==> config.mk <==
export PLATFORM = sky130hd
export DESIGN_NAME = midi_stream_event_parser
export DESIGN_NICKNAME = d
export VERILOG_FILES = /design/src/hdl/msep_pkg.sv /design/src/hdl/msep_parser.sv /design/src/hdl/midi_stream_event_parser.sv
export SDC_FILE = /design/constraint.sdc
export NUM_CORES = 1
export LEC_CHECK = 0
export BUFFER_PORTS_ARGS = -buffer_cell sky130_fd_sc_hd__clkbuf_2
export CORE_MARGIN = 2
export CORE_UTILIZATION = 55
export DETAILED_ROUTE_END_ITERATION = 7
export GPL_ROUTABILITY_DRIVEN = 1
export PLACE_DENSITY = 0.75
export SLEW_MARGIN = 5
export SYNTH_ARGS = -nofsm -noshare
export SYNTH_HDL_FRONTEND = slang
export SYNTH_SLANG_ARGS = --single-unit
==> constraint.sdc <==
create_clock -name clk -period 18.6 [get_ports clk]
set_clock_uncertainty 0.1 [all_clocks]
set_input_delay 0 -clock clk [delete_from_list [all_inputs] [get_ports clk]]
set_output_delay 0 -clock clk [all_outputs]
set_load 0.03 [all_outputs]
==> src/hdl/msep_pkg.sv <==
// Shared types, MIDI byte codes and helper functions of the MIDI stream event parser.
package msep_pkg;

  // Width of the event fields on the result channel
  localparam int unsigned IDX_W  = 11;
  localparam int unsigned RAW_W  = 7;
  localparam int unsigned NORM_W = 16;
  localparam int unsigned SRC_W  = 8;
  localparam int unsigned TS_W   = 64;
  localparam int unsigned OUT_TDATA_W = 112;

  // Event kinds
  localparam logic KIND_NOTE = 1'b0;
  localparam logic KIND_CC   = 1'b1;

  // MIDI byte codes
  localparam logic [7:0] ST_CHANNEL_LO = 8'h80;
  localparam logic [7:0] ST_CHANNEL_HI = 8'hEF;
  localparam logic [7:0] MSG_MASK      = 8'hF0;
  localparam logic [7:0] CHAN_MASK     = 8'h0F;
  localparam logic [7:0] MSG_NOTE_OFF  = 8'h80;
  localparam logic [7:0] MSG_NOTE_ON   = 8'h90;
  localparam logic [7:0] MSG_CTRL      = 8'hB0;
  localparam logic [7:0] MSG_PROGRAM   = 8'hC0;
  localparam logic [7:0] MSG_CH_PRESS  = 8'hD0;
  localparam logic [7:0] ST_SYSEX      = 8'hF0;
  localparam logic [7:0] ST_MTC_QF     = 8'hF1;
  localparam logic [7:0] ST_SONG_POS   = 8'hF2;
  localparam logic [7:0] ST_SONG_SEL   = 8'hF3;
  localparam logic [7:0] ST_EOX        = 8'hF7;
  localparam logic [7:0] ST_REALTIME   = 8'hF8;

  // Reciprocal of 127 scaled by 2**29, exact for dividends below 2**22
  localparam logic [22:0] RECIP_127  = 23'd4227331;
  localparam int unsigned RECIP_SHIFT = 29;

  typedef struct packed {
    logic              kind;
    logic [IDX_W-1:0]  index;
    logic [RAW_W-1:0]  raw;
    logic [NORM_W-1:0] norm;
    logic [SRC_W-1:0]  source;
    logic [TS_W-1:0]   time_us;
  } event_t;

  function automatic logic is_channel(input logic [7:0] st);
    is_channel = st inside {[ST_CHANNEL_LO:ST_CHANNEL_HI]};
  endfunction

  // Number of data bytes that follow a status byte
  function automatic logic [1:0] length_of(input logic [7:0] st);
    logic [7:0] msg;
    msg = st & MSG_MASK;
    if (is_channel(st)) begin
      length_of = (msg inside {MSG_PROGRAM, MSG_CH_PRESS}) ? 2'd1 : 2'd2;
    end else if (st inside {ST_MTC_QF, ST_SONG_SEL}) begin
      length_of = 2'd1;
    end else if (st == ST_SONG_POS) begin
      length_of = 2'd2;
    end else begin
      length_of = 2'd0;
    end
  endfunction

  // round(raw / 127) in unsigned Q1.15: (raw * 32768 + 63) / 127
  function automatic logic [NORM_W-1:0] norm_of(input logic [RAW_W-1:0] raw);
    logic [21:0] x;
    logic [44:0] p;
    x = {raw, 15'd0} + 22'd63;
    p = 45'(x) * 45'(RECIP_127);
    norm_of = p[44:RECIP_SHIFT];
  endfunction

endpackage

==> src/hdl/msep_parser.sv <==
// Running-status parser core: keeps parser state; one event per completed note or CC message.
module msep_parser #(
  parameter int unsigned SOURCE_ID_WIDTH = 8
) (
  input  logic                       clk,
  input  logic                       rst_n,
  input  logic                       in_fire,
  input  logic [SOURCE_ID_WIDTH-1:0] in_source,
  input  logic [7:0]                 in_byte,
  input  logic [63:0]                in_time,
  output logic                       res_valid,
  output msep_pkg::event_t           res
);

  typedef struct packed {
    logic       rv;
    logic [7:0] rs;
    logic       pv;
    logic [7:0] ps;
    logic [1:0] ec;
  } status_t;

  // Status fields after a new status byte
  function automatic status_t start_status(input logic [7:0] st);
    status_t s;
    s.rv = msep_pkg::is_channel(st);
    s.rs = s.rv ? st : 8'd0;
    s.ec = msep_pkg::length_of(st);
    s.pv = (s.ec != 2'd0);
    s.ps = s.pv ? st : 8'd0;
    start_status = s;
  endfunction

  logic                       running_valid_r, running_valid_nxt;
  logic [7:0]                 running_status_r, running_status_nxt;
  logic                       pending_valid_r, pending_valid_nxt;
  logic [7:0]                 pending_status_r, pending_status_nxt;
  logic [1:0]                 expected_r, expected_nxt;
  logic [1:0]                 received_r, received_nxt;
  logic [6:0]                 first_data_r, first_data_nxt;
  logic                       in_sysex_r, in_sysex_nxt;
  logic                       source_known_r, source_known_nxt;
  logic [SOURCE_ID_WIDTH-1:0] last_source_r, last_source_nxt;

  status_t    st_new;
  logic [7:0] done_status;
  logic [7:0] done_msg;
  logic [6:0] done_val;

  always_comb begin
    running_valid_nxt  = running_valid_r;
    running_status_nxt = running_status_r;
    pending_valid_nxt  = pending_valid_r;
    pending_status_nxt = pending_status_r;
    expected_nxt       = expected_r;
    received_nxt       = received_r;
    first_data_nxt     = first_data_r;
    in_sysex_nxt       = in_sysex_r;
    source_known_nxt   = source_known_r;
    last_source_nxt    = last_source_r;
    st_new             = '0;
    done_status        = '0;
    done_msg           = '0;
    done_val           = '0;
    res_valid          = 1'b0;
    res                = '0;

    if (in_fire) begin
      // A new source starts from a clean parser
      if (source_known_r && (last_source_r != in_source)) begin
        running_valid_nxt  = 1'b0;
        running_status_nxt = '0;
        pending_valid_nxt  = 1'b0;
        pending_status_nxt = '0;
        expected_nxt       = '0;
        received_nxt       = '0;
        in_sysex_nxt       = 1'b0;
      end
      source_known_nxt = 1'b1;
      last_source_nxt  = in_source;

      if (in_byte[7]) begin
        // Real-time bytes leave the parser state untouched
        if (in_byte < msep_pkg::ST_REALTIME) begin
          if (in_byte == msep_pkg::ST_SYSEX || in_byte == msep_pkg::ST_EOX) begin
            running_valid_nxt  = 1'b0;
            running_status_nxt = '0;
            pending_valid_nxt  = 1'b0;
            pending_status_nxt = '0;
            expected_nxt       = '0;
            received_nxt       = '0;
            in_sysex_nxt       = (in_byte == msep_pkg::ST_SYSEX);
          end else begin
            in_sysex_nxt       = 1'b0;
            st_new             = start_status(in_byte);
            running_valid_nxt  = st_new.rv;
            running_status_nxt = st_new.rs;
            pending_valid_nxt  = st_new.pv;
            pending_status_nxt = st_new.ps;
            expected_nxt       = st_new.ec;
            received_nxt       = '0;
          end
        end
      end else if (!in_sysex_nxt) begin
        // Data under running status reopens the message
        if (!pending_valid_nxt && running_valid_nxt) begin
          st_new             = start_status(running_status_nxt);
          running_valid_nxt  = st_new.rv;
          running_status_nxt = st_new.rs;
          pending_valid_nxt  = st_new.pv;
          pending_status_nxt = st_new.ps;
          expected_nxt       = st_new.ec;
          received_nxt       = '0;
        end
        if (pending_valid_nxt) begin
          if (expected_nxt == 2'd0 || received_nxt >= 2'd2) begin
            pending_valid_nxt  = 1'b0;
            pending_status_nxt = '0;
            expected_nxt       = '0;
            received_nxt       = '0;
          end else begin
            if (received_nxt == 2'd0) begin
              first_data_nxt = in_byte[6:0];
            end
            received_nxt = received_nxt + 2'd1;
            if (received_nxt == expected_nxt) begin
              done_status = pending_status_nxt;
              done_msg    = done_status & msep_pkg::MSG_MASK;
              done_val    = (expected_nxt > 2'd1) ? in_byte[6:0] : 7'd0;

              res.index   = {done_status[3:0], first_data_nxt};
              res.source  = 8'(in_source);
              res.time_us = in_time;
              if (done_msg == msep_pkg::MSG_NOTE_OFF) begin
                res_valid = 1'b1;
                res.kind  = msep_pkg::KIND_NOTE;
                res.raw   = '0;
              end else if (done_msg == msep_pkg::MSG_NOTE_ON) begin
                res_valid = 1'b1;
                res.kind  = msep_pkg::KIND_NOTE;
                res.raw   = done_val;
              end else if (done_msg == msep_pkg::MSG_CTRL) begin
                res_valid = 1'b1;
                res.kind  = msep_pkg::KIND_CC;
                res.raw   = done_val;
              end
              res.norm = msep_pkg::norm_of(res.raw);

              pending_valid_nxt  = 1'b0;
              pending_status_nxt = '0;
              expected_nxt       = '0;
              received_nxt       = '0;
              if (running_valid_nxt && running_status_nxt == done_status) begin
                st_new             = start_status(done_status);
                running_valid_nxt  = st_new.rv;
                running_status_nxt = st_new.rs;
                pending_valid_nxt  = st_new.pv;
                pending_status_nxt = st_new.ps;
                expected_nxt       = st_new.ec;
              end
            end
          end
        end
      end
    end
  end

  always_ff @(posedge clk) begin
    if (!rst_n) begin
      running_valid_r  <= 1'b0;
      running_status_r <= '0;
      pending_valid_r  <= 1'b0;
      pending_status_r <= '0;
      expected_r       <= '0;
      received_r       <= '0;
      first_data_r     <= '0;
      in_sysex_r       <= 1'b0;
      source_known_r   <= 1'b0;
      last_source_r    <= '0;
    end else begin
      running_valid_r  <= running_valid_nxt;
      running_status_r <= running_status_nxt;
      pending_valid_r  <= pending_valid_nxt;
      pending_status_r <= pending_status_nxt;
      expected_r       <= expected_nxt;
      received_r       <= received_nxt;
      first_data_r     <= first_data_nxt;
      in_sysex_r       <= in_sysex_nxt;
      source_known_r   <= source_known_nxt;
      last_source_r    <= last_source_nxt;
    end
  end

endmodule

==> src/hdl/midi_stream_event_parser.sv <==
// Top level of the MIDI stream event parser: input stream, parser core and output skid stage.
// Events: the byte that completes a note or control change message writes its event to the
//   output register, or to the skid register if the output stalls; other bytes give none.
// Throughput: one byte per cycle; in_tready drops only while the skid register holds a
//   second result behind the output register.
// Reset (rst_n, synchronous, active low) clears running status, the pending message, the
//   sysex flag and the known source, and empties both output registers.
module midi_stream_event_parser #(
  parameter int unsigned SOURCE_ID_WIDTH = 8,
  localparam int unsigned IN_TDATA_W = ((SOURCE_ID_WIDTH + 72 + 7) / 8) * 8
) (
  input  logic                                 clk,
  input  logic                                 rst_n,
  // in_tdata fields, low bit up: source_id, data_byte[7:0], timestamp_us[63:0], zero pad
  input  logic [IN_TDATA_W-1:0]                in_tdata,
  input  logic                                 in_tvalid,
  output logic                                 in_tready,
  // out_tdata fields, low bit up: control_index[10:0], raw_value[6:0],
  //   normalized_value[15:0], event_source[7:0], event_time_us[63:0], zero pad
  output logic [msep_pkg::OUT_TDATA_W-1:0]     out_tdata,
  // out_tuser fields: event_kind (0 note, 1 control change)
  output logic                                 out_tuser,
  output logic                                 out_tvalid,
  input  logic                                 out_tready
);

  localparam int unsigned W = SOURCE_ID_WIDTH;
  localparam int unsigned EV_DATA_W = msep_pkg::IDX_W + msep_pkg::RAW_W + msep_pkg::NORM_W
                                    + msep_pkg::SRC_W + msep_pkg::TS_W;

  logic                in_fire;
  logic                res_valid;
  msep_pkg::event_t    res;

  // Output register and the skid register behind it
  logic                out_valid_r;
  msep_pkg::event_t    out_ev_r;
  logic                skid_valid_r;
  msep_pkg::event_t    skid_ev_r;
  logic                take;

  // Accept while the skid register is free: the output register may still hold a result
  assign in_tready = !skid_valid_r;
  assign in_fire   = in_tvalid && in_tready;
  assign take      = out_valid_r && out_tready;

  msep_parser #(
    .SOURCE_ID_WIDTH(SOURCE_ID_WIDTH)
  ) u_parser (
    .clk       (clk),
    .rst_n     (rst_n),
    .in_fire   (in_fire),
    .in_source (in_tdata[W-1:0]),
    .in_byte   (in_tdata[W+7:W]),
    .in_time   (in_tdata[W+71:W+8]),
    .res_valid (res_valid),
    .res       (res)
  );

  always_ff @(posedge clk) begin
    if (!rst_n) begin
      out_valid_r  <= 1'b0;
      skid_valid_r <= 1'b0;
    end else if (skid_valid_r) begin
      // No transaction on the input side here; drain the skid when the output moves
      if (take) begin
        out_valid_r  <= 1'b1;
        skid_valid_r <= 1'b0;
      end
    end else if (res_valid) begin
      if (!out_valid_r || take) begin
        out_valid_r <= 1'b1;
      end else begin
        skid_valid_r <= 1'b1;
      end
    end else if (take) begin
      out_valid_r <= 1'b0;
    end
  end

  // Payload registers, no reset
  always_ff @(posedge clk) begin
    if (skid_valid_r) begin
      if (take) begin
        out_ev_r <= skid_ev_r;
      end
    end else if (res_valid) begin
      if (!out_valid_r || take) begin
        out_ev_r <= res;
      end else begin
        skid_ev_r <= res;
      end
    end
  end

  assign out_tvalid = out_valid_r;
  assign out_tuser  = out_ev_r.kind;
  assign out_tdata  = {(msep_pkg::OUT_TDATA_W - EV_DATA_W)'(0),
                       out_ev_r.time_us, out_ev_r.source, out_ev_r.norm,
                       out_ev_r.raw, out_ev_r.index};

endmodule

; ---- After elaboration in Yosys (flattened, before gate mapping)
; Cells that the tools add are included.
[word_totals]
elab_cells = 256
inputBits = 84
latchBits = 0
mem_bits_ro = 0
ff_bits = 255
memories = 0
ram_bits = 0
out_inout_bits = 115
[classes]
shift = 0
n_mul = 1
reduce_logical = 32
order_cmp = 9
mux = 158
n_eq_ne = 25
n_bitwise = 5
n_div = 0
addsub = 2
[op_table]
columns = op, count
row1 = $mux 107, 10
row2 = $mux 8, 33
row3 = $mux 2, 51
row4 = $eq 8x8->1 const B, 11
row5 = $mux 7, 11
row6 = $mux 1, 53
row7 = $mul 22x23->45 const B, 1
row8 = $eq 4x4->1 const B, 9
row9 = $ge 8x8->1 const B, 3
row10 = $le 8x8->1 const B, 3
row11 = $reduce_bool 2->1, 12
row12 = $add 22x6->22 const B, 1
row13 = $reduce_and 3->1, 3
row14 = $eq 8x8->1, 1
row15 = $logic_and 1x1->1, 8
row16 = $lt 8x8->1 const B, 1
row17 = $ne 8x8->1, 1
row18 = $not 1->1, 5
row19 = $reduce_and 5->1, 1
row20 = $logic_not 2->1, 2
row21 = $logic_not 1->1, 3
row22 = $logic_or 1x1->1, 3
row23 = $ne 3x1->1 const B, 1
row24 = $add 2x1->2 const B, 1
row25 = 4 further kinds, 4

; ---- Depth between registers and ports, before layout
; Gate-level depths: netlist of the first run.
[depth]
depth_word = 39
ltp_mapped = 27
ltp_nobuf = 24

; ---- Hierarchy
; From an unflattened synthesis of the first run, not the netlist that was laid out.
[hier_totals]
hier_cells = 1006
area_unflattened_um2 = 13028.7
[by_module_without_submodules]
columns = module, area_each_um2, seq_area_each_um2, cells_per_inst, instances
row1 = midi_stream_event_parser, 8170.3, 6466.2, 356, 1
row2 = msep_parser, 4858.4, 780.7, 650, 1

; ---- Worst setup path after synthesis of the first run
; No wires, ideal clock.
[synth_timing]
path_kind = reg2reg
start = reg u_parser.last_source_r[1]
end = reg skid_ev_r[0] (netlist name), enable pin
required_ps = 17796
t_arrival_ps = 10437
path_buffers = 2
period_less_slack_ps = 11241
setup_time_ps = 704
stages_incl_launch_ff = 13
slack_ps = 7359
path_cell_list = dfxtp_1 xnor2_1 nand4_1 o21ai_1 clkbuf_1 nand3_1 ha_1 a21oi_1 or4b_1 buf_2 or3_1 a2111o_1 nor3_1
[synth_via]
elab_chain_cells = 29
elab_cells_between_ends = 69
cone_classes = 1 x add/sub / 3 x order compare / 10 x eq/ne / 45 x mux / 10 x reduce/logical
[synth_lines]
columns = element, line
row1 = start: declaration, msep_parser.sv:43  ; logic [SOURCE_ID_WIDTH-1:0] last_source_r, last_source_nxt;
row2 = start signal: assignment, msep_parser.sv:190  ; last_source_r <= last_source_nxt;
row3 = $ne 8x8->1 *, msep_parser.sv:70  ; if (source_known_r && (last_source_r != in_source)) begin
row4 = $logic_and 1x1->1 *, msep_parser.sv:70
row5 = branches (longest 23 deep; another with $ge 8x8->1), n/a
row6 = $mux 1 *, msep_parser.sv:104  ; end else if (!in_sysex_nxt) begin
row7 = $mux 1 *, msep_parser.sv:82  ; if (in_byte[7]) begin
row8 = $mux 1 *, msep_parser.sv:68  ; if (in_fire) begin
row9 = $reduce_and 3->1 (no source line) *, n/a
row10 = end signal: assignment, midi_stream_event_parser.sv:91  ; skid_ev_r <= res;
row11 = end: declaration, midi_stream_event_parser.sv:39  ; msep_pkg::event_t skid_ev_r;
; Every way passes the cells marked *. The select of a mux whose other input is x is not followed.
; A chain may end at the register's enable or synchronous reset.

==> flow_summary_export.csv, run 1 <==
group,metric,value,unit
detailed_routing,drt_iter0_markers,1193,
timing,final.setup.tns,0,ps
power_and_ir_drop,internal_power,0.952,mW
timing,finalHoldViolations,0,
timing,finalSetupViolCount,0,
timing,post-route-min-period,6840,ps
power_and_ir_drop,p_sw,0.264,mW
worst_setup_path,crit_chain,"and3_1 -> o31ai_2 -> a32oi_1 -> and4_1 -> and2_1 -> nand2_1 -> inv_1 -> ha_1 -> ha_1 -> ha_1 -> inv_1 -> ha_1 -> inv_1 -> ha_1 -> ha_1 -> ha_1 -> nand2_1 -> o21ai_0 -> a221oi_1 -> o311ai_0 -> o211ai_1 -> nor4_1 -> a21oi_1 -> a21o_1",
synth,post-synth-top-count-cell,"edfxtp_1",
worst_setup_path,cpPeakStageDelay,600,ps
finish,diodes,0,
die,fp-row-count,55,
power_and_ir_drop,seq_power_share,51.1,%
die,die_h,155,um
power_and_ir_drop,cellLeakagePower,7.48,nW
worst_setup_path,crit_arrival,7010,ps
power_and_ir_drop,power_frac_clock,42.2,%
timing,max-slew-margin-rel,29.3,%
global_routing,grt_start_max_net_pins,80,
finish,fin_nets,1478,
cts,clk_latency,520,ps
detailed_routing,dr_total_vias,9700,
cts,clkSinkCount,255,
synth,ys_async_sr_fraction,0,%
timing,max_freq,146,MHz
worst_hold_path,worstHoldStart,"in_tvalid",
worst_setup_path,crit_top_cell,"ha_1",
synth,ys_warn_count,0,
die,core-area,22600,um2
global_routing,antenna_found_initial,0,
worst_setup_path,crit_path_start_kind,"flip-flop",
global_routing,track_usage,26.5,%
synth,yosysTopAreaCellShare,51.1,%
worst_setup_path,crit_path_end_kind,"flip-flop",
worst_hold_path,min_path_type,"in -> reg",
synth,ys_top_cells_by_area,"edfxtp_1 51%, dfxtp_1 6.5%, a21o_1 6.1%, ha_1 5.9%, and2_1 3.8%",
timing,worst_pin_slew,1060,ps
worst_setup_path,crit_type,"reg -> reg",
detailed_routing,routed_wl,32700,um
global_routing,grt_first_pass_wirelength,50700,um
finish,area_growth,22.8,%
synth,syn_area_per_cell,11.6,um2
worst_setup_path,required,18780,ps
power_and_ir_drop,worst_ir_drop_vdd,0.0567,mV
cts,cts_buffers,26,
synth,syn_inst,1081,
place,dp_hpwl,21100,um
place,gp_congestion,1.03,
synth,synth.yosys.seq_area_share,57.6,%
synth,synthDistinctLibCells,74,
cts,cts_root_buffer,"clkbuf_16",
cts,htreeDepth,1,
power_and_ir_drop,switching_share,21.7,%
worst_setup_path,critPathSlowestCell,"dfxtp_1",
worst_setup_path,cp-startpoint,"u_parser.running_status_r[6]",
synth,ys.flop_type,"edfxtp_1",
cts,cts_buffer_depth,3,
detailed_routing,drt-wirelength-per-cell,19.9,um
synth,ys_ff_latch,255,
cts,post_cts_buffers,0,
synth,yosysTopAreaCell,"edfxtp_1",
worst_setup_path,cp_top_family,"compound AO/OA/AOI/OAI gates",
worst_setup_path,r2r_start,"u_parser.running_status_r[6]",
timing,period_share,36.8,%
timing,slew_violations,0,
power_and_ir_drop,power_density,78.8,nW/um2
die,io_pins,199,
detailed_routing,ant_nets,0,
place,io_buffer_count,192,
detailed_routing,firstDrtPassIters,6,
worst_setup_path,cp_max_fo,14,
synth,netlist_area,12600,um2
worst_setup_path,crit_buf_inv,3,
die,die_w,155,um
global_routing,grt_overflow,0,
synth,netlist_top_cells_count,"214 x edfxtp_1, 102 x a21o_1, 81 x nand2_1",
finish,layout-drive-gt1-share,19.1,%
die,dieArea,24100,um2
detailed_routing,viasPerCell,5.91,
finish,fill_cells,1641,
outcome,status,"completed",
cts,cts_tree,"yes",
die,initial_core_util,55.7,%
timing,rsz0062_at_grt,"no",
worst_setup_path,rrSetupSlack,11760,ps
synth,synth_edf_count,214,
detailed_routing,drc,0,
cts,cts.clk_slew.worst_paths,60,ps
job,timing.max_cap.violations,0,
power_and_ir_drop,design_power_total,1.22,mW
global_routing,grt_pass1_vias,9330,
power_and_ir_drop,comb_power_share,6.7,%
per-layer routing:
layer | wire length (um) | track usage [%] | up-vias | share of wire [%]
li1 | - | - | 4493 | -
met1 | 13800 | 36.2 | 4636 | 42
met2 | 15400 | 44.0 | 479 | 47
met3 | 2570 | 4.12 | 92 | 7.9
met4 | 1000 | 8.39 | 0 | 3.1
met5 | 0 | 0 | - | 0
final cells by class:
class                      count  area (um2)  area share [%]
inverter                      48         180            1.17
timing repair buffer         292        1930            12.5
tap                          285         357            2.31
sequential                   255        7250            46.9
multi-input combinational    712        4880            31.6
clock buffer                  34         722            4.67
clock inverter                14         128           0.826
worst register-to-register path: cells and delay by family, from the launching register on:
kind,cells,cell delay (ps)
AOI/OAI and AO/OA,8,1990
and+or+nand+nor,6,1900
adders and majority gates,7,1770
DFF,1,600
buffers and inverters,3,240
cell usage in the layout, fill, tap and decap left out, types with 7 or more instances in the layout:
cell type / Yosys / layout
nor2_1: 61 / 61
a21boi_0: 13 / 13
o21ai_0: 36 / 36
buf_4: 8 / 12
clkbuf_2: 1 / 192
and2_1: 77 / 77
nand2_1: 81 / 81
a21oi_1: 39 / 39
nor3_1: 8 / 7
ha_1: 59 / 59
dlygate4sd3_1: 0 / 88
dfxtp_1: 41 / 40
nor2b_1: 18 / 17
a21o_1: 102 / 102
inv_1: 48 / 48
o211ai_1: 9 / 9
edfxtp_1: 214 / 214
xnor2_1: 18 / 18
clkbuf_16: 0 / 27
a31oi_1: 12 / 12
nand3_1: 21 / 21
nand2b_1: 7 / 7
mux2i_1: 17 / 17
final timing paths:
check	to	cells after the start
worst max-delay path	out_tdata[31]	24
worst min-delay path	u_parser.pending_status_r[3]	5
worst max register to register	out_tdata[31]	24
worst min register to register	out_tdata[46]	1
flip-flops by register name, summed over array words and instances, names as in the netlist, 2 cells and up:
| signal | cells |
|---|---|
| skid_ev_r | 107 |
| out_tdata | 106 |
| u_parser.last_source_r | 8 |
| u_parser.pending_status_r | 8 |
| u_parser.running_status_r | 8 |
| u_parser.first_data_r | 7 |
| u_parser.expected_r | 2 |
| u_parser.received_r | 2 |
cells by family after synthesis:
family          count (synthesis)  synth area share (%)
buf+inv                       119                  3.92
fa+ha+maj                      59                  5.87
compound gates                288                  16.3
flops                         255                  57.6
mux                            17                  1.35
other cells                     1                0.0298
simple gates                  318                  13.2
xor+xnor                       24                  1.67
power groups by stage:
stage | clock [mW] | combinational [mW] | sequential [mW]
after CTS | 0.522 | 0.0786 | 0.622
after global placement | 0 | 0.0633 | 0.634
after floorplan | 0 | 0.0455 | 0.629
after detailed placement | 0 | 0.0630 | 0.634
final | 0.514 | 0.0810 | 0.622
after global routing | 0.543 | 0.0873 | 0.622
stage by stage:
| stage | area, um2 | cells | hold WS [ps] | worst slack [ps] | util [%] |
|---|---|---|---|---|---|
| final | 15400 | 1640 | 18.2 | 11760 | 68.4 |
| after global routing | 15400 | 1640 | 70.7 | 11220 | 68.4 |
| after global placement | 13700 | 1504 | 172 | 12180 | 60.8 |
| after floorplan | 12600 | 1086 | 44.9 | 7360 | - |
| after CTS | 15400 | 1640 | 1.04 | 11890 | 68.4 |
| after detailed placement | 13700 | 1504 | 190 | 11900 | 60.8 |
timing repair:
action                    in CTS  in global routing
hold endpoints to repair     173                  0
hold buffers                  88                  0
gates resized for setup        0                  0
Note: power is estimated with default switching activity, not from simulation.
==> run 2, diff against run 1 <==
==> constraint.sdc (replaced) <==
create_clock -name clk -period 7 [get_ports clk]
set_clock_uncertainty 0.1 [all_clocks]
set_input_delay 0 -clock clk [delete_from_list [all_inputs] [get_ports clk]]
set_output_delay 0 -clock clk [all_outputs]
set_load 0.03 [all_outputs]
==> run 2 against run 1 <==
Compared with the run above:
- wire length grew 6.1%
- combinational power rose to 2.8 times the previous value
- via count up 1.9%
- first-iteration DRC count is 24% lower
- non-clock buffer count rose by 12
- sequential cell count unchanged
- cell area up 0.94%
- sequential share of layout area fell by 0.44 points
- global-route usage rose by 1.7 points
- setup slack got worse by 11000 ps
- final cell count up 0.67%
- sequential power rose to 2.7 times the previous value
- critical path type unchanged
==> flow_summary_export.csv, run 2 (same netlist as run 1, synthesis figures left out) <==
group,metric,value,unit
timing,final.setup.tns,0,ps
detailed_routing,drc,0,
detailed_routing,dr_total_vias,9880,
timing,rsz0062_at_grt,"no",
global_routing,grt_first_pass_wirelength,53400,um
place,gp_congestion,0.971,
place,numPlacedInstances,1522,
cts,cts.clk_slew.worst_paths,70,ps
place,io_buffer_count,192,
detailed_routing,ant_nets,0,
die,fp-row-count,55,
timing,worst_pin_slew,976,ps
die,initial_core_util,55.7,%
global_routing,track_usage,28.2,%
die,dieArea,24100,um2
global_routing,grt_start_max_net_pins,85,
die,io_pins,199,
detailed_routing,viasPerCell,5.98,
die,die_h,155,um
place,placed_area,13900,um2
worst_setup_path,crit_arrival,6710,ps
finish,area_growth,23.9,%
cts,cts_root_buffer,"clkbuf_16",
global_routing,grt_pass1_vias,9666,
power_and_ir_drop,internal_power,2.51,mW
timing,max_freq,156,MHz
power_and_ir_drop,seq_power_share,51.1,%
finish,post-route-util,69.1,%
detailed_routing,drt-wirelength-per-cell,21.0,um
worst_setup_path,crit_path_start_kind,"flip-flop",
finish,final_cell_mix,"214 x edfxtp_1, 192 x clkbuf_2, 102 x a21o_1, 82 x dlygate4sd3_1, 81 x nand2_1",
worst_setup_path,cp_max_fo,10,
timing,finalSetupViolCount,0,
global_routing,grt_overflow,0,
power_and_ir_drop,switching_share,22.3,%
worst_setup_path,crit_path_end_kind,"flip-flop",
power_and_ir_drop,power_density,207,nW/um2
power_and_ir_drop,cellLeakagePower,7.56,nW
timing,finalHoldViolations,0,
power_and_ir_drop,comb_power_share,7.0,%
finish,layout_commonest_cell,"edfxtp_1",
detailed_routing,drt_iter0_markers,904,
worst_setup_path,crit_top_cell,"ha_1",
worst_setup_path,crit_chain,"nor2_1 -> o31ai_2 -> a32o_1 -> and4_1 -> and2_1 -> nand2_1 -> inv_1 -> ha_1 -> ha_1 -> ha_1 -> inv_1 -> ha_1 -> inv_1 -> ha_1 -> ha_1 -> ha_1 -> nand2_1 -> o21ai_0 -> a221oi_1 -> o311ai_0 -> o211ai_1 -> or4_1 -> a21oi_1 -> a21o_1",
power_and_ir_drop,power_frac_clock,42.0,%
worst_hold_path,min_path_type,"in -> reg",
finish,multi_input_comb_area,4900,um2
cts,cts_tree,"yes",
die,die_w,155,um
detailed_routing,routed_wl,34700,um
place,dp_hpwl,22700,um
detailed_routing,firstDrtPassIters,5,
worst_setup_path,crit_type,"reg -> reg",
power_and_ir_drop,p_sw,0.719,mW
cts,htreeDepth,1,
power_and_ir_drop,worst_ir_drop_vdd,0.179,mV
global_routing,antenna_found_initial,0,
timing,max-slew-margin-rel,34.7,%
worst_setup_path,cpPeakStageDelay,550,ps
cts,cts_buffers,26,
outcome,status,"completed",
finish,fill_cells,1611,
worst_setup_path,critPathSlowestCell,"dfxtp_1",
timing,slew_violations,0,
finish,finalNonFillerCells,1651,
worst_setup_path,required,7290,ps
finish,top_register,"skid_ev_r",
finish,fin_nets,1490,
finish,layout-drive-gt1-share,20.5,%
timing,post-route-min-period,6420,ps
timing,period_share,91.7,%
finish,fin_area,15600,um2
finish,diodes,0,
die,core-area,22600,um2
cts,clk_latency,530,ps
finish,largest_reg_flops,107,
job,timing.max_cap.violations,0,
cts,clkSinkCount,255,
cts,cts_buffer_depth,3,
finish,regArea,7250,um2
==> run 2: power groups by stage <==
| stage | combinational, mW | clock [mW] | sequential, mW |
|---|---|---|---|
| 2_1_floorplan | 0.121 | 0 | 1.67 |
| 3_3_place_gp | 0.179 | 0 | 1.68 |
| 3_5_place_dp | 0.179 | 0 | 1.68 |
| 4_1_cts | 0.217 | 1.36 | 1.65 |
| 5_1_grt | 0.240 | 1.43 | 1.65 |
| 6_report | 0.224 | 1.35 | 1.65 |
==> run 2: metrics by stage <==
stage / total power, mW / hold slack, ps / setup slack (ps)
6_report: 3.23 / 54.3 / 581
5_1_grt: 3.32 / 77.0 / 74.7
4_1_cts: 3.23 / 28.7 / 499
3_5_place_dp: 1.86 / 188 / 568
3_3_place_gp: 1.86 / 174 / 791
2_1_floorplan: 1.79 / 44.9 / 190
==> run 2: area by class of cell <==
cell class | count | area share (%)
Tap cell | 285 | 2.29
Clock inverter | 14 | 0.795
Clock buffer | 33 | 4.48
Multi-Input combinational cell | 712 | 31.4
Timing Repair Buffer | 304 | 13.4
Sequential cell | 255 | 46.5
Inverter | 48 | 1.16
==> run 2: critical path: cells and delay by family, from the launching register on <==
kind,cells,cell delay [ps]
adder cells (fa/ha/maj),7,1770
buffers and inverters,3,240
AO/OA/AOI/OAI,8,2040
AND/OR/NAND/NOR,6,1580
flip-flops,1,550
==> run 2: per-layer routing <==
metal	routed length (um)	share of wire, %	track usage, %
met3	2790	8.0	5.26
met4	697	2.0	6.99
met1	14100	41	37.7
met5	0	0	0
met2	17100	49	48.0
==> run 2: path summary, 6_finish.rpt <==
check / start / to / slack (ps) / cells past startpoint
worst max-delay path: u_parser.running_status_r[0] / out_tdata[30] / 580 / 24
worst min-delay path: in_tvalid / u_parser.last_source_r[0] / 50 / 5
worst max register to register: u_parser.running_status_r[0] / out_tdata[30] / 580 / 24
worst min register to register: u_parser.last_source_r[6] / u_parser.last_source_r[6] / 370 / 2
==> run 2: repair_timing <==
action / CTS / global route
hold buffers: 82 / 0
endpoints found under the setup margin: 0 / 10
gates resized for setup: 0 / 3
hold endpoints to repair: 209 / 0
buffers inserted: 0 / 0
